==> src/rtl/nav_pkg.sv <==
// Shared types, constants and codes for the node availability watchdog.
// No dependencies; every other file in rtl/ refers to this package by scoped names.
package nav_pkg;

    // Number of rows in the node table.
    localparam int NODES = 16;
    localparam int IDX_W = (NODES > 1) ? $clog2(NODES) : 1;
    localparam logic [7:0] NODES_LIMIT = 8'(NODES);

    localparam int CMD_W    = 2;
    localparam int INDEX_W  = 8;
    localparam int FRAME_W  = 32;
    localparam int MISS_W   = 16;
    localparam int TOTAL_W  = 8;
    localparam int STATE_W  = 2;
    localparam int IN_DATA_W  = 64;
    localparam int OUT_DATA_W = 32;

    localparam logic [MISS_W-1:0] THRESHOLD_RESET = 16'd3;

    // Commands carried on the input channel.
    localparam logic [CMD_W-1:0] CMD_EVALUATE  = 2'd0;
    localparam logic [CMD_W-1:0] CMD_CLEAR_ONE = 2'd1;
    localparam logic [CMD_W-1:0] CMD_MARK_ALL  = 2'd2;

    // Availability codes.
    localparam logic [STATE_W-1:0] AV_UNKNOWN = 2'd0;
    localparam logic [STATE_W-1:0] AV_ONLINE  = 2'd1;
    localparam logic [STATE_W-1:0] AV_OFFLINE = 2'd2;

    typedef enum logic {
        CTL_IDLE,
        CTL_EXEC
    } ctl_state_t;

    // Controller to datapath.
    typedef struct packed {
        logic load_in;
        logic exec;
    } ctl_cmd_t;

    // Datapath to controller.
    typedef struct packed {
        logic out_busy;
    } dp_status_t;

endpackage

==> src/rtl/node_availability_watchdog.sv <==
// Node availability watchdog: top level joining controller and datapath.
// Depends on nav_pkg, nav_ctrl and nav_dpath.
//
// Usage: each input transaction on the s_ channel carries a command in
// s_tuser and the node fields in s_tdata. Evaluate updates one node row
// (online on a new frame, offline when missed polls reach the threshold),
// clear drops one row's pending mark, and mark-all sets the pending mark on
// every row whose state is known. Each input transaction produces exactly
// one result transaction on the m_ channel with the change report, the
// addressed row after the step and the online and watched totals.
// The miss threshold is written through cfg_wen/cfg_wdata; the user must
// write it only while idle, as the block itself does not enforce this.
// Flow: a transaction accepted in the idle state is loaded into the input
// register; the controller then holds in its exec state until the output
// register is free and runs the single table read-modify-write, loading the
// output register. A new item is accepted only once back in idle. Totals
// are kept as running counts that move only with the addressed row.
// When the receiver stalls, the result waits in the output register; one
// more item may be taken and is held until that register frees up.
// Reset (aresetn low, synchronous) clears every row to unknown, all flags
// and totals to zero, and the threshold to 3. There is no clearing pass.
module node_availability_watchdog (
    input  logic                               aclk,
    input  logic                               aresetn,
    // Input channel.
    input  logic                               s_tvalid,
    output logic                               s_tready,
    // node_index[7:0], deployed[8], heard[9], frame_count[41:10],
    // miss_count[57:42], zero[63:58]
    input  logic [nav_pkg::IN_DATA_W-1:0]      s_tdata,
    // cmd[1:0]
    input  logic [nav_pkg::CMD_W-1:0]          s_tuser,
    // Result channel.
    output logic                               m_tvalid,
    input  logic                               m_tready,
    // changed[0], from_state[2:1], to_state[4:3], node_state[6:5],
    // node_watched[7], node_pending[8], online_total[16:9],
    // watched_total[24:17], zero[31:25]
    output logic [nav_pkg::OUT_DATA_W-1:0]     m_tdata,
    // Threshold register write port.
    input  logic                               cfg_wen,
    input  logic [nav_pkg::MISS_W-1:0]         cfg_wdata
);

    nav_pkg::ctl_cmd_t   ctl_cmd;
    nav_pkg::dp_status_t dp_status;

    nav_ctrl u_ctrl (
        .aclk     (aclk),
        .aresetn  (aresetn),
        .s_tvalid (s_tvalid),
        .s_tready (s_tready),
        .status   (dp_status),
        .cmd      (ctl_cmd)
    );

    nav_dpath u_dpath (
        .aclk      (aclk),
        .aresetn   (aresetn),
        .s_tdata   (s_tdata),
        .s_tuser   (s_tuser),
        .cfg_wen   (cfg_wen),
        .cfg_wdata (cfg_wdata),
        .m_tvalid  (m_tvalid),
        .m_tready  (m_tready),
        .m_tdata   (m_tdata),
        .cmd       (ctl_cmd),
        .status    (dp_status)
    );

endmodule

==> src/rtl/nav_ctrl.sv <==
// Controller state machine for the node availability watchdog.
// Depends on nav_pkg for the state type and the command/status structs.
module nav_ctrl (
    input  logic                aclk,
    input  logic                aresetn,
    input  logic                s_tvalid,
    output logic                s_tready,
    input  nav_pkg::dp_status_t status,
    output nav_pkg::ctl_cmd_t   cmd
);

    nav_pkg::ctl_state_t state_reg, state_next;

    always_ff @(posedge aclk) begin
        if (!aresetn) begin
            state_reg <= nav_pkg::CTL_IDLE;
        end else begin
            state_reg <= state_next;
        end
    end

    always_comb begin
        state_next = state_reg;
        case (state_reg)
            nav_pkg::CTL_IDLE: begin
                if (s_tvalid) begin
                    state_next = nav_pkg::CTL_EXEC;
                end
            end
            nav_pkg::CTL_EXEC: begin
                if (!status.out_busy) begin
                    state_next = nav_pkg::CTL_IDLE;
                end
            end
            default: begin
                state_next = nav_pkg::CTL_IDLE;
            end
        endcase
    end

    always_comb begin
        s_tready    = 1'b0;
        cmd.load_in = 1'b0;
        cmd.exec    = 1'b0;
        case (state_reg)
            nav_pkg::CTL_IDLE: begin
                s_tready    = 1'b1;
                cmd.load_in = s_tvalid;
            end
            nav_pkg::CTL_EXEC: begin
                cmd.exec = !status.out_busy;
            end
            default: begin
                s_tready = 1'b0;
            end
        endcase
    end

endmodule

==> src/rtl/nav_dpath.sv <==
// Datapath of the node availability watchdog: input register, node table,
// running totals, threshold register and output register. Depends on nav_pkg.
module nav_dpath (
    input  logic                               aclk,
    input  logic                               aresetn,
    input  logic [nav_pkg::IN_DATA_W-1:0]      s_tdata,
    input  logic [nav_pkg::CMD_W-1:0]          s_tuser,
    input  logic                               cfg_wen,
    input  logic [nav_pkg::MISS_W-1:0]         cfg_wdata,
    output logic                               m_tvalid,
    input  logic                               m_tready,
    output logic [nav_pkg::OUT_DATA_W-1:0]     m_tdata,
    input  nav_pkg::ctl_cmd_t                  cmd,
    output nav_pkg::dp_status_t                status
);

    // Latched transaction.
    logic [nav_pkg::CMD_W-1:0]   in_cmd_reg;
    logic [nav_pkg::INDEX_W-1:0] in_index_reg;
    logic                        in_deployed_reg;
    logic                        in_heard_reg;
    logic [nav_pkg::FRAME_W-1:0] in_frame_reg;
    logic [nav_pkg::MISS_W-1:0]  in_missed_reg;

    logic [nav_pkg::MISS_W-1:0]  thr_reg;

    // Node table.
    logic [nav_pkg::STATE_W-1:0] state_reg   [nav_pkg::NODES];
    logic [nav_pkg::STATE_W-1:0] state_next  [nav_pkg::NODES];
    logic                        seen_reg    [nav_pkg::NODES];
    logic                        seen_next   [nav_pkg::NODES];
    logic                        watch_reg   [nav_pkg::NODES];
    logic                        watch_next  [nav_pkg::NODES];
    logic                        pend_reg    [nav_pkg::NODES];
    logic                        pend_next   [nav_pkg::NODES];
    logic [nav_pkg::FRAME_W-1:0] lfc_reg     [nav_pkg::NODES];
    logic [nav_pkg::FRAME_W-1:0] lfc_next    [nav_pkg::NODES];

    logic [nav_pkg::TOTAL_W-1:0] online_reg, online_next;
    logic [nav_pkg::TOTAL_W-1:0] watched_reg, watched_next;

    logic                            out_valid_reg;
    logic [nav_pkg::OUT_DATA_W-1:0]  out_data_reg;

    logic [nav_pkg::IDX_W-1:0]   row;
    logic                        in_range;
    logic [nav_pkg::STATE_W-1:0] cur_state;
    logic [nav_pkg::STATE_W-1:0] new_state;
    logic [nav_pkg::MISS_W-1:0]  thr_eff;
    logic                        frame_new;
    logic                        do_eval;
    logic                        do_clear;
    logic                        do_mark;
    logic                        changed;
    logic                        w_before, w_after;
    logic                        on_before, on_after;
    logic [nav_pkg::STATE_W-1:0] row_state;
    logic                        row_watch;
    logic                        row_pend;

    assign status.out_busy = out_valid_reg && !m_tready;
    assign m_tvalid        = out_valid_reg;
    assign m_tdata         = out_data_reg;

    always_ff @(posedge aclk) begin
        if (cmd.load_in) begin
            in_cmd_reg      <= s_tuser;
            in_index_reg    <= s_tdata[7:0];
            in_deployed_reg <= s_tdata[8];
            in_heard_reg    <= s_tdata[9];
            in_frame_reg    <= s_tdata[41:10];
            in_missed_reg   <= s_tdata[57:42];
        end
    end

    assign row      = in_index_reg[nav_pkg::IDX_W-1:0];
    assign in_range = in_index_reg < nav_pkg::NODES_LIMIT;
    assign cur_state = state_reg[row];
    assign thr_eff  = (thr_reg == '0) ? nav_pkg::MISS_W'(1) : thr_reg;
    assign frame_new = in_heard_reg && (!seen_reg[row] || in_frame_reg != lfc_reg[row]);

    always_comb begin
        new_state = cur_state;
        if (frame_new) begin
            new_state = nav_pkg::AV_ONLINE;
        end
        if (in_missed_reg >= thr_eff) begin
            new_state = nav_pkg::AV_OFFLINE;
        end
    end

    assign do_eval  = cmd.exec && in_range && (in_cmd_reg == nav_pkg::CMD_EVALUATE);
    assign do_clear = cmd.exec && in_range && (in_cmd_reg == nav_pkg::CMD_CLEAR_ONE);
    assign do_mark  = cmd.exec && (in_cmd_reg == nav_pkg::CMD_MARK_ALL);
    assign changed  = do_eval && (new_state != cur_state);

    always_comb begin
        for (int k = 0; k < nav_pkg::NODES; k++) begin
            state_next[k] = state_reg[k];
            seen_next[k]  = seen_reg[k];
            watch_next[k] = watch_reg[k];
            pend_next[k]  = pend_reg[k];
            lfc_next[k]   = lfc_reg[k];
            if (nav_pkg::IDX_W'(k) == row) begin
                if (do_eval) begin
                    if (in_heard_reg) begin
                        seen_next[k] = 1'b1;
                        lfc_next[k]  = in_frame_reg;
                    end
                    if (in_deployed_reg || in_heard_reg) begin
                        watch_next[k] = 1'b1;
                    end
                    if (changed) begin
                        state_next[k] = new_state;
                        pend_next[k]  = 1'b1;
                    end
                end
                if (do_clear) begin
                    pend_next[k] = 1'b0;
                end
            end
            if (do_mark && state_reg[k] != nav_pkg::AV_UNKNOWN) begin
                pend_next[k] = 1'b1;
            end
        end
    end

    // Totals move by the change in the addressed row alone.
    assign w_before  = watch_reg[row];
    assign w_after   = w_before || in_deployed_reg || in_heard_reg;
    assign on_before = w_before && (cur_state == nav_pkg::AV_ONLINE);
    assign on_after  = w_after && (new_state == nav_pkg::AV_ONLINE);

    always_comb begin
        online_next  = online_reg;
        watched_next = watched_reg;
        if (do_eval) begin
            online_next  = online_reg + nav_pkg::TOTAL_W'(on_after)
                           - nav_pkg::TOTAL_W'(on_before);
            watched_next = watched_reg + nav_pkg::TOTAL_W'(w_after && !w_before);
        end
    end

    assign row_state = in_range ? state_next[row] : nav_pkg::AV_UNKNOWN;
    assign row_watch = in_range && watch_next[row];
    assign row_pend  = in_range && pend_next[row];

    always_ff @(posedge aclk) begin
        if (!aresetn) begin
            thr_reg     <= nav_pkg::THRESHOLD_RESET;
            online_reg  <= '0;
            watched_reg <= '0;
            for (int k = 0; k < nav_pkg::NODES; k++) begin
                state_reg[k] <= nav_pkg::AV_UNKNOWN;
                seen_reg[k]  <= 1'b0;
                watch_reg[k] <= 1'b0;
                pend_reg[k]  <= 1'b0;
                lfc_reg[k]   <= '0;
            end
        end else begin
            if (cfg_wen) begin
                thr_reg <= cfg_wdata;
            end
            online_reg  <= online_next;
            watched_reg <= watched_next;
            for (int k = 0; k < nav_pkg::NODES; k++) begin
                state_reg[k] <= state_next[k];
                seen_reg[k]  <= seen_next[k];
                watch_reg[k] <= watch_next[k];
                pend_reg[k]  <= pend_next[k];
                lfc_reg[k]   <= lfc_next[k];
            end
        end
    end

    always_ff @(posedge aclk) begin
        if (!aresetn) begin
            out_valid_reg <= 1'b0;
        end else if (cmd.exec) begin
            out_valid_reg <= 1'b1;
        end else if (m_tready) begin
            out_valid_reg <= 1'b0;
        end
    end

    always_ff @(posedge aclk) begin
        if (cmd.exec) begin
            out_data_reg <= {7'd0,
                             watched_next,
                             online_next,
                             row_pend,
                             row_watch,
                             row_state,
                             changed ? new_state : nav_pkg::AV_UNKNOWN,
                             changed ? cur_state : nav_pkg::AV_UNKNOWN,
                             changed};
        end
    end

endmodule
==> config.mk <==
export PLATFORM = sky130hd
export DESIGN_NAME = node_availability_watchdog
export DESIGN_NICKNAME = d
export VERILOG_FILES = /design/src/rtl/nav_pkg.sv /design/src/rtl/node_availability_watchdog.sv /design/src/rtl/nav_ctrl.sv /design/src/rtl/nav_dpath.sv
export SDC_FILE = /design/constraint.sdc
export NUM_CORES = 1
export LEC_CHECK = 0
export ABC_AREA = 1
export BUFFER_PORTS_ARGS = -buffer_cell sky130_fd_sc_hd__buf_2
export CAP_MARGIN = 20
export CORE_ASPECT_RATIO = 1.75
export CORE_MARGIN = 2
export CORE_UTILIZATION = 40
export DETAILED_ROUTE_END_ITERATION = 8
export PLACE_DENSITY_LB_ADDON = 0.15
export SLEW_MARGIN = 20
export SYNTH_ARGS = -nofsm -noshare
export SYNTH_HDL_FRONTEND = slang
export SYNTH_HIERARCHICAL = 1
export SYNTH_SLANG_ARGS = --single-unit
==> constraint.sdc <==
create_clock -name aclk -period 7.15 [get_ports aclk]
set_input_delay 1.43 -clock aclk [delete_from_list [all_inputs] [get_ports aclk]]
set_output_delay 1.43 -clock aclk [all_outputs]
set_load 0.03 [all_outputs]
**Word-level counts from Yosys, hierarchy flattened**

Memories as Yosys holds them, arrays and structs flattened. A register that Yosys moved wholly into a read port is not among the register bits.
Index checks and enable logic that the tools add are counted.

- Add/sub/neg operators: 3
- $lt $le $gt $ge: 3
- Equal/unequal tests: 69
- Muxes and demuxes: 380
- Bitwise logic cells: 82
- Reductions and logical operators: 72

Operators by type and width:

| kind | number |
|---|---|
| two-way mux 32 bit | 64 |
| two-way mux 1 bit | 237 |
| two-way mux 2 bit | 68 |
| bitwise OR 1 bit | 80 |
| AND reduction 4 bit | 16 |
| != test 3 bit, second input constant | 16 |
| nonzero test 2 bit | 17 |
| equality test 4 bit, first input constant | 8 |
| != test 2 bit, second input constant | 16 |
| != test 32 bit | 1 |
| logical AND 1 bit | 28 |
| adder 8 x 1 -> 8 bit | 2 |
| equality test 3 x 4 -> 1 bit, first input constant | 4 |
| greater-or-equal comparator 16 bit | 1 |
| zero test 16 bit | 1 |
| two-way mux 16 bit | 1 |
| two-way mux 4 bit | 4 |
| two-way mux 8 bit | 2 |
| != test 1 bit, second input constant | 16 |
| binary-select mux 1 bit (select 4 bit) | 2 |
| binary-select mux 2 bit (select 4 bit) | 1 |
| equality test 2 x 4 -> 1 bit, first input constant | 2 |
| less-than comparator 8 x 5 -> 1 bit, second input constant | 1 |
| subtractor 8 x 1 -> 8 bit | 1 |
| other kinds (12) | 20 |

- Bits in registers: 119
- RAM bits: 592
- Input bits: 87
- Output and inout bits: 34
- Word-level logic and storage cells: 628
- Memories kept: 5

Memory list:

| memory | words | bits a word | rd ports | clocked after Yosys merged registers in | write ports | line | RTL |
|---|---|---|---|---|---|---|---|
| u_dpath.lfc_reg | 16 | 32 | 1 | 1 | 16 | nav_dpath.sv:36 | `logic [nav_pkg::FRAME_W-1:0] lfc_reg [nav_pkg::NODES];` |
| u_dpath.state_reg | 16 | 2 | 17 | 1 | 16 | nav_dpath.sv:28 | `logic [nav_pkg::STATE_W-1:0] state_reg [nav_pkg::NODES];` |
| u_dpath.pend_reg | 16 | 1 | 16 | 0 | 16 | nav_dpath.sv:34 | `logic pend_reg [nav_pkg::NODES];` |
| u_dpath.seen_reg | 16 | 1 | 1 | 1 | 16 | nav_dpath.sv:30 | `logic seen_reg [nav_pkg::NODES];` |
| u_dpath.watch_reg | 16 | 1 | 17 | 1 | 16 | nav_dpath.sv:32 | `logic watch_reg [nav_pkg::NODES];` |

**Logic depth before layout (Yosys ltp)**

Gate-level depths: netlist of run 1.

- Word-level depth: 16
- Mapped depth: 43
- Gate-level depth less buffers: 39

**Hierarchy**

Netlist of run 1, hierarchy kept.

By module, submodules not included:

| module | times used | cells an instance | area each (µm²) | seq. area each (µm²) |
|---|---|---|---|---|
| nav_dpath | 1 | 3498 | 32635.0 | 20339.5 |
| nav_ctrl | 1 | 10 | 56.3 | 20.0 |

**Least setup slack after synthesis of run 1**

OpenSTA, ideal clock, no wires.

- Kind: input -> register
- Start: input m_tready
- End: memory u_dpath/lfc_reg[10][0] (netlist name), enable pin
- Setup time: 469 ps
- Arrival: 5290 ps
- Data required time: 6681 ps
- Slack: 1391 ps
- Cell stages on the path: 9
- Path buffers: 0
- Path through: nor2_1 > inv_1 > nand2_1 > inv_1 > nor3b_1 > nand2_1 > nor2_1 > nand2_1 > o21ai_0

RTL lines:

| item | line | RTL |
|---|---|---|
| start, declared | node_availability_watchdog.sv:35 | `input logic m_tready,` |
| end, declared | nav_dpath.sv:36 |  |

==> results of run 1 <==
==> power breakdown <==
part	leakage (nW)	switching, mW	total (mW)	internal (mW)
clock network	1.13	1.64	3.84	2.20
registers	7.05	0.0678	4.77	4.70
logic	7.07	0.839	1.14	0.304
==> path summary, 6_finish.rpt <==
| kind | cells past startpoint | end | slack, ns |
|---|---|---|---|
| worst max-delay path | 32 | u_dpath/m_tdata[15]$_DFFE_PP_ | 1.38 |
| worst min-delay path | 2 | u_dpath/thr_reg[0]$_SDFFE_PN1P_ | 0.46 |
| worst max register to register | 32 | u_dpath/m_tdata[15]$_DFFE_PP_ | 1.38 |
| worst min register to register | 2 | u_dpath/thr_reg[0]$_SDFFE_PN1P_ | 0.46 |
==> cell families after synthesis <==
kind of cell    count (synthesis)
simple gates                 1802
other cells                     1
compound gates                415
xor+xnor                        9
flops                         715
fa+ha+maj                      27
buf+inv                       539
==> worst register-to-register path: cells and delay by family, from the launching register on <==
family                   cells  cell delay [ns]
adder cells (fa/ha/maj)      3             0.86
buffers and inverters        4             0.73
AND/OR/NAND/NOR             21             2.69
flip-flops                   1             0.61
XOR/XNOR                     1             0.06
AO/OA/AOI/OAI                3             0.56
==> stage by stage <==
step	total power, mW	cells	setup slack, ns
finish	9.748	4635	1.377
global placement	5.997	4504	1.535
floorplan	5.616	3514	1.391
CTS	9.858	4634	1.519
global route	10.13	4635	0.7873
detailed placement	6.009	4504	1.537
==> Yosys cell counts (all sizes together), types with 4 or more instances <==
cell,number,share of area
nor2,707,0.081
xor2,6,0.0016
or2,6,0.0011
a31oi,17,0.0033
o22ai,4,0.00077
nand3,328,0.051
a22oi,4,0.00092
o21ai,237,0.036
o21a,4,0.00092
buf,116,0.022
nand2,745,0.086
clkbuf,104,0.012
ha,26,0.010
nand4,7,0.0017
edfxtp,604,0.55
o211ai,41,0.0094
a21oi,94,0.015
inv,316,0.036
dfxtp,111,0.068
==> metal layers <==
metal,vias to the layer above,global-route usage,part of all wire
met3,277,0.03298,0.048
met5,-,0,0
li1,11622,-,-
met4,0,0.1345,0.058
met2,771,0.4207,0.52
met1,11684,0.2630,0.38
==> area by class of cell <==
class                   instances  area [µm²]
well taps                    1050        1314
clock inverters                32       377.9
inverters                     319        1211
fillers                      7759       44550
multi-input cells            2260       10140
clock buffers                  98        1963
flip-flops and latches        715       20370
repair buffers                160        1049
diodes                          1       2.502
==> flow_summary.toml, run 1 <==
[setup_path]
timing.critical_path.required_ns = 7.55
cpMaxStageDelayCell = "sky130_fd_sc_hd__dfxtp_4"
critPathCaptureType = "flip-flop"
cp_data_arrival_time_ns = 6.17
critPathBufInv = 4
critPathMostFrequentCell = "sky130_fd_sc_hd__nand2_1"
critPathLaunchType = "flip-flop"
cpLargestDelayFamily = "simple AND/OR/NAND/NOR gates"
max_stage_delay_ns = 0.61
worstPathMaxFanout = 155
timing.setup.critical_path_class = "reg -> reg"

[grt]
grt_antenna_before_repair = 1
grt_total_usage = 0.2347
number_of_global_route_vias_before_repair = 23999
grt_max_degree = 156
grt_overflow_total = 0
grt_first_pass_wirelength_mm = 145.6

[routing]
detailedRoute.firstIterationViolations = 1746
antenna_left = 0
wl_mm = 98.10
detail_route.vias_per_cell = 5.254
detail_route.drc_violations = 0
via_count = 24354
first_pass_iters = 5
avgRoutedWirePerCell_um = 21.16

[synth]
synth_seq_cells = 715
post_synth_instance_area_um2 = 32690
synth-simple-area-share = 0.2230
ys.flop_type = "sky130_fd_sc_hd__edfxtp_1"
yosys.area_share.xor_xnor = 0.002411
synth_sequential_area_ratio = 0.6228
yosys.area_share.adder = 0.01056
synth-compound-area-share = 0.07012
post_synth_inst_count = 3508
synth_edf_count = 604
syn_area_per_cell_um2 = 9.319
main_combinational_cell_family_by_area_after_synthesis = "simple AND/OR/NAND/NOR gates"
ffs_w_async_s_r_synth = 0
post_synth_mux_area_share = 0
post_synth_num_cell_types = 51
ys_warn_count = 6

[sta]
min_period_ns = 5.773
setup-tns-final_ns = 0
finalHoldWorstSlack_ns = 0.4647
maxClockFrequency_ghz = 0.1732
worst_pin_slew_ns = 1.132
skew_ns = 0.02543
finalMaxSlewViolations = 0
timing.slew.headroom = 0.2427
rsz0062_at_grt = "false"
finalSetupViolations = 0
finalHoldViolations = 0
period_share = 0.8074

[clock_network]
cts.sinks = 715
clkSlewWorstSetupHoldPaths_ns = 0.06
cts_resized = 0
clock-root-buffer = "sky130_fd_sc_hd__clkbuf_16"
ctsHtreeMaxLevel = 3
cts_hold_buf = 0
numCtsBuffers = 72
tritoncts = "yes"
clock_insertion_delay_worst_skew_ns = 0.66
cts_buffer_depth = 3
cts_setup_buffers = 0

[worst_hold_path]
hold_path_startpoint = "u_dpath/thr_reg[0]$_SDFFE_PN1P_"
hold_path.class = "reg -> reg"

[layout]
final_layout_size_suffix_gt1_frac = 0.08454
layout.nets = 3642
syn2layout_area_growth_pct = 11.43
largest_reg_flops = 512
most_common_cell_after_layout_fill_and_taps_aside = "sky130_fd_sc_hd__nand2_1"
final_area_um2 = 36430
most-common-layout-cells = "sky130_fd_sc_hd__nand2_1, sky130_fd_sc_hd__nor2_1, sky130_fd_sc_hd__edfxtp_1"
final_core_utilization = 0.4498

[die]
floorplan.core_area_um2 = 80980
number_of_rows_in_the_core_area = 138
die-height_um = 382.2
io_pins = 121
floorplan.die_area_um2 = 84120
die_width_um = 220.1
initial_utilization = 0.4037

[power]
leakagePower_nw = 15.25
ir_worst_vdd_mv = 0.1941
p_per_area_nw_per_um2 = 267.6

[outcome]
status = "finished, final reports clean"

[placed_design]
dpl.hpwl_mm = 56.95
port-buffer-count = 107
globalplace.congestion = 0.8909
dpl-instance-area_um2 = 34080

[flow_run]
max-cap-violations = 0
Note: power is estimated with default switching activity, not from simulation.
==> inputs of run 2 (changes only) <==
==> constraint.sdc (replaced) <==
create_clock -name aclk -period 5.2 [get_ports aclk]
set_input_delay 1.04 -clock aclk [delete_from_list [all_inputs] [get_ports aclk]]
set_output_delay 1.04 -clock aclk [all_outputs]
set_load 0.03 [all_outputs]
==> flow_summary.toml, run 2 (synthesis gave the netlist of run 1 again) <==
[outcome]
status = "finished, final reports clean"

[layout]
largest_reg_flops = 512
most-common-layout-cells = "sky130_fd_sc_hd__nand2_1, sky130_fd_sc_hd__nor2_1, sky130_fd_sc_hd__edfxtp_1"
antenna-diode-count = 0
fillerInstances = 7617
most_common_cell_after_layout_fill_and_taps_aside = "sky130_fd_sc_hd__nand2_1"
final_layout_size_suffix_gt1_frac = 0.1169
syn2layout_area_growth_pct = 15.24
layout.nets = 3736

[routing]
avgRoutedWirePerCell_um = 21.23
detail_route.drc_violations = 0
antenna_left = 0
first_pass_iters = 6
via_count = 24783
detail_route.vias_per_cell = 5.242
detailedRoute.firstIterationViolations = 1622
wl_mm = 100.4

[placed_design]
port-buffer-count = 107
dpl.hpwl_mm = 60.12
globalplace.congestion = 0.8941

[setup_path]
max_stage_delay_ns = 0.45
critPathMostFrequentCell = "sky130_fd_sc_hd__nand2_1"
cp_data_arrival_time_ns = 5.23
timing.critical_path.required_ns = 5.59
worstPathMaxFanout = 14
reg2regPathDepth = 34
timing.setup.critical_path_class = "reg -> reg"
rrSetupSlack_ns = 0.37
critPathLaunchType = "flip-flop"
cpMaxStageDelayCell = "sky130_fd_sc_hd__fa_1"
reg2reg_to = "u_dpath/m_tdata[15]$_DFFE_PP_"
critPathCaptureType = "flip-flop"

[sta]
setup-tns-final_ns = 0
min_period_ns = 4.835
finalHoldViolations = 0
period_share = 0.9298
finalMaxSlewViolations = 0
maxClockFrequency_ghz = 0.2068
timing.slew.headroom = 0.4139
worst_pin_slew_ns = 0.8783
finalSetupViolations = 0
skew_ns = 0.01862

[die]
die-height_um = 382.2
floorplan.die_area_um2 = 84120
io_pins = 121
number_of_rows_in_the_core_area = 138
floorplan.core_area_um2 = 80980
die_width_um = 220.1
initial_utilization = 0.4037

[power]
ir_worst_vdd_mv = 0.2579
p_per_area_nw_per_um2 = 355.9
leakagePower_nw = 15.90
design_power_total_mw = 13.41

[clock_network]
ctsHtreeMaxLevel = 3
numCtsBuffers = 71
tritoncts = "yes"
clock-root-buffer = "sky130_fd_sc_hd__clkbuf_16"
cts.sinks = 715
cts_buffer_depth = 3
clkSlewWorstSetupHoldPaths_ns = 0.06
clock_insertion_delay_worst_skew_ns = 0.64

[grt]
grt_first_pass_wirelength_mm = 144.5
grt_antenna_before_repair = 3
grt_total_usage = 0.2333
number_of_global_route_vias_before_repair = 24117
grt_max_degree = 67
grt_overflow_total = 0

[worst_hold_path]
hold_path.class = "reg -> reg"
hold_path_startpoint = "u_dpath/thr_reg[0]$_SDFFE_PN1P_"
min_delay_path_depth = 2
hold-path-endpoint = "u_dpath/thr_reg[0]$_SDFFE_PN1P_"

[flow_run]
max-cap-violations = 0
[run 2: cell types whose count changed in the layout (fill, tap and decap cells not counted), sizes merged]
| cell | change |
|---|---|
| buf | +86 |
| bufinv | -3 |
| clkinv | +11 |
| diode | -1 |
[run 2: layout make-up]
cell class,count,area (µm²),share of cell area
repair buffers,253,2261,0.06002
inverters,319,1251,0.03321
clock inverters,38,299.0,0.007938
clock buffers,91,1936,0.05138
flip-flops and latches,715,20370,0.5408
well taps,1050,1314,0.03487
multi-input cells,2260,10220,0.2712
repair inverters,2,22.52,0.0005978
[run 2: how the worst max path moves through the flow]
stage               from                                to  slack, ns  cells past startpoint
6_report       flip-flop     u_dpath/m_tdata[15]$_DFFE_PP_       0.37                     34
5_1_grt        flip-flop     u_dpath/m_tdata[16]$_DFFE_PP_      -0.04                     40
4_1_cts        flip-flop     u_dpath/m_tdata[15]$_DFFE_PP_       0.16                     31
3_5_place_dp   flip-flop     u_dpath/m_tdata[15]$_DFFE_PP_       0.17                     31
3_3_place_gp   flip-flop     u_dpath/m_tdata[16]$_DFFE_PP_       0.18                     39
2_1_floorplan   m_tready  u_dpath/lfc_reg[10][0]$_DFFE_PP_      -0.17                      9
[run 2: what timing repair did]
| action | in CTS | in global routing |
|---|---|---|
| setup buffers | 0 | 21 |
| hold buffers | 0 | 0 |
| gates resized for setup | 0 | 48 |
| setup endpoints to repair | 0 | 8 |
[run 2: per-stage QoR]
stage	utilization	hold WS, ns	instance area (µm²)	setup WS [ns]	std cells
floorplan	-	0.4308	32710	-0.1693	3514
global placement	0.4303	0.4484	34850	0.1810	4570
detailed placement	0.4303	0.4618	34850	0.1659	4570
CTS	0.4579	0.4775	37080	0.1561	4699
global route	0.4652	0.5059	37670	-0.04288	4728
finish	0.4652	0.4789	37670	0.3652	4728
[run 2: report_power, final]
group	switching [mW]	leakage [nW]	total (mW)	internal, mW
sequential	0.0868	7.05	6.55	6.46
clock	2.21	1.10	5.05	2.84
combinational	1.23	7.75	1.81	0.574
[run 2: layer usage]
metal	GRT usage	part of all wire	vias to the layer above
met5	0	0.00013	-
li1	-	-	11809
met3	0.03615	0.049	239
met1	0.2569	0.37	11946
met4	0.1133	0.050	2
met2	0.4306	0.53	787
[run 2: critical path, delay by kind of cell (launching register included)]
kind | cells | cell delay [ns]
AND/OR/NAND/NOR | 20 | 1.96
adder cells (fa/ha/maj) | 3 | 0.93
AO/OA/AOI/OAI | 3 | 0.46
buffers and inverters | 7 | 0.76
XOR/XNOR | 1 | 0.06
flip-flops | 1 | 0.37
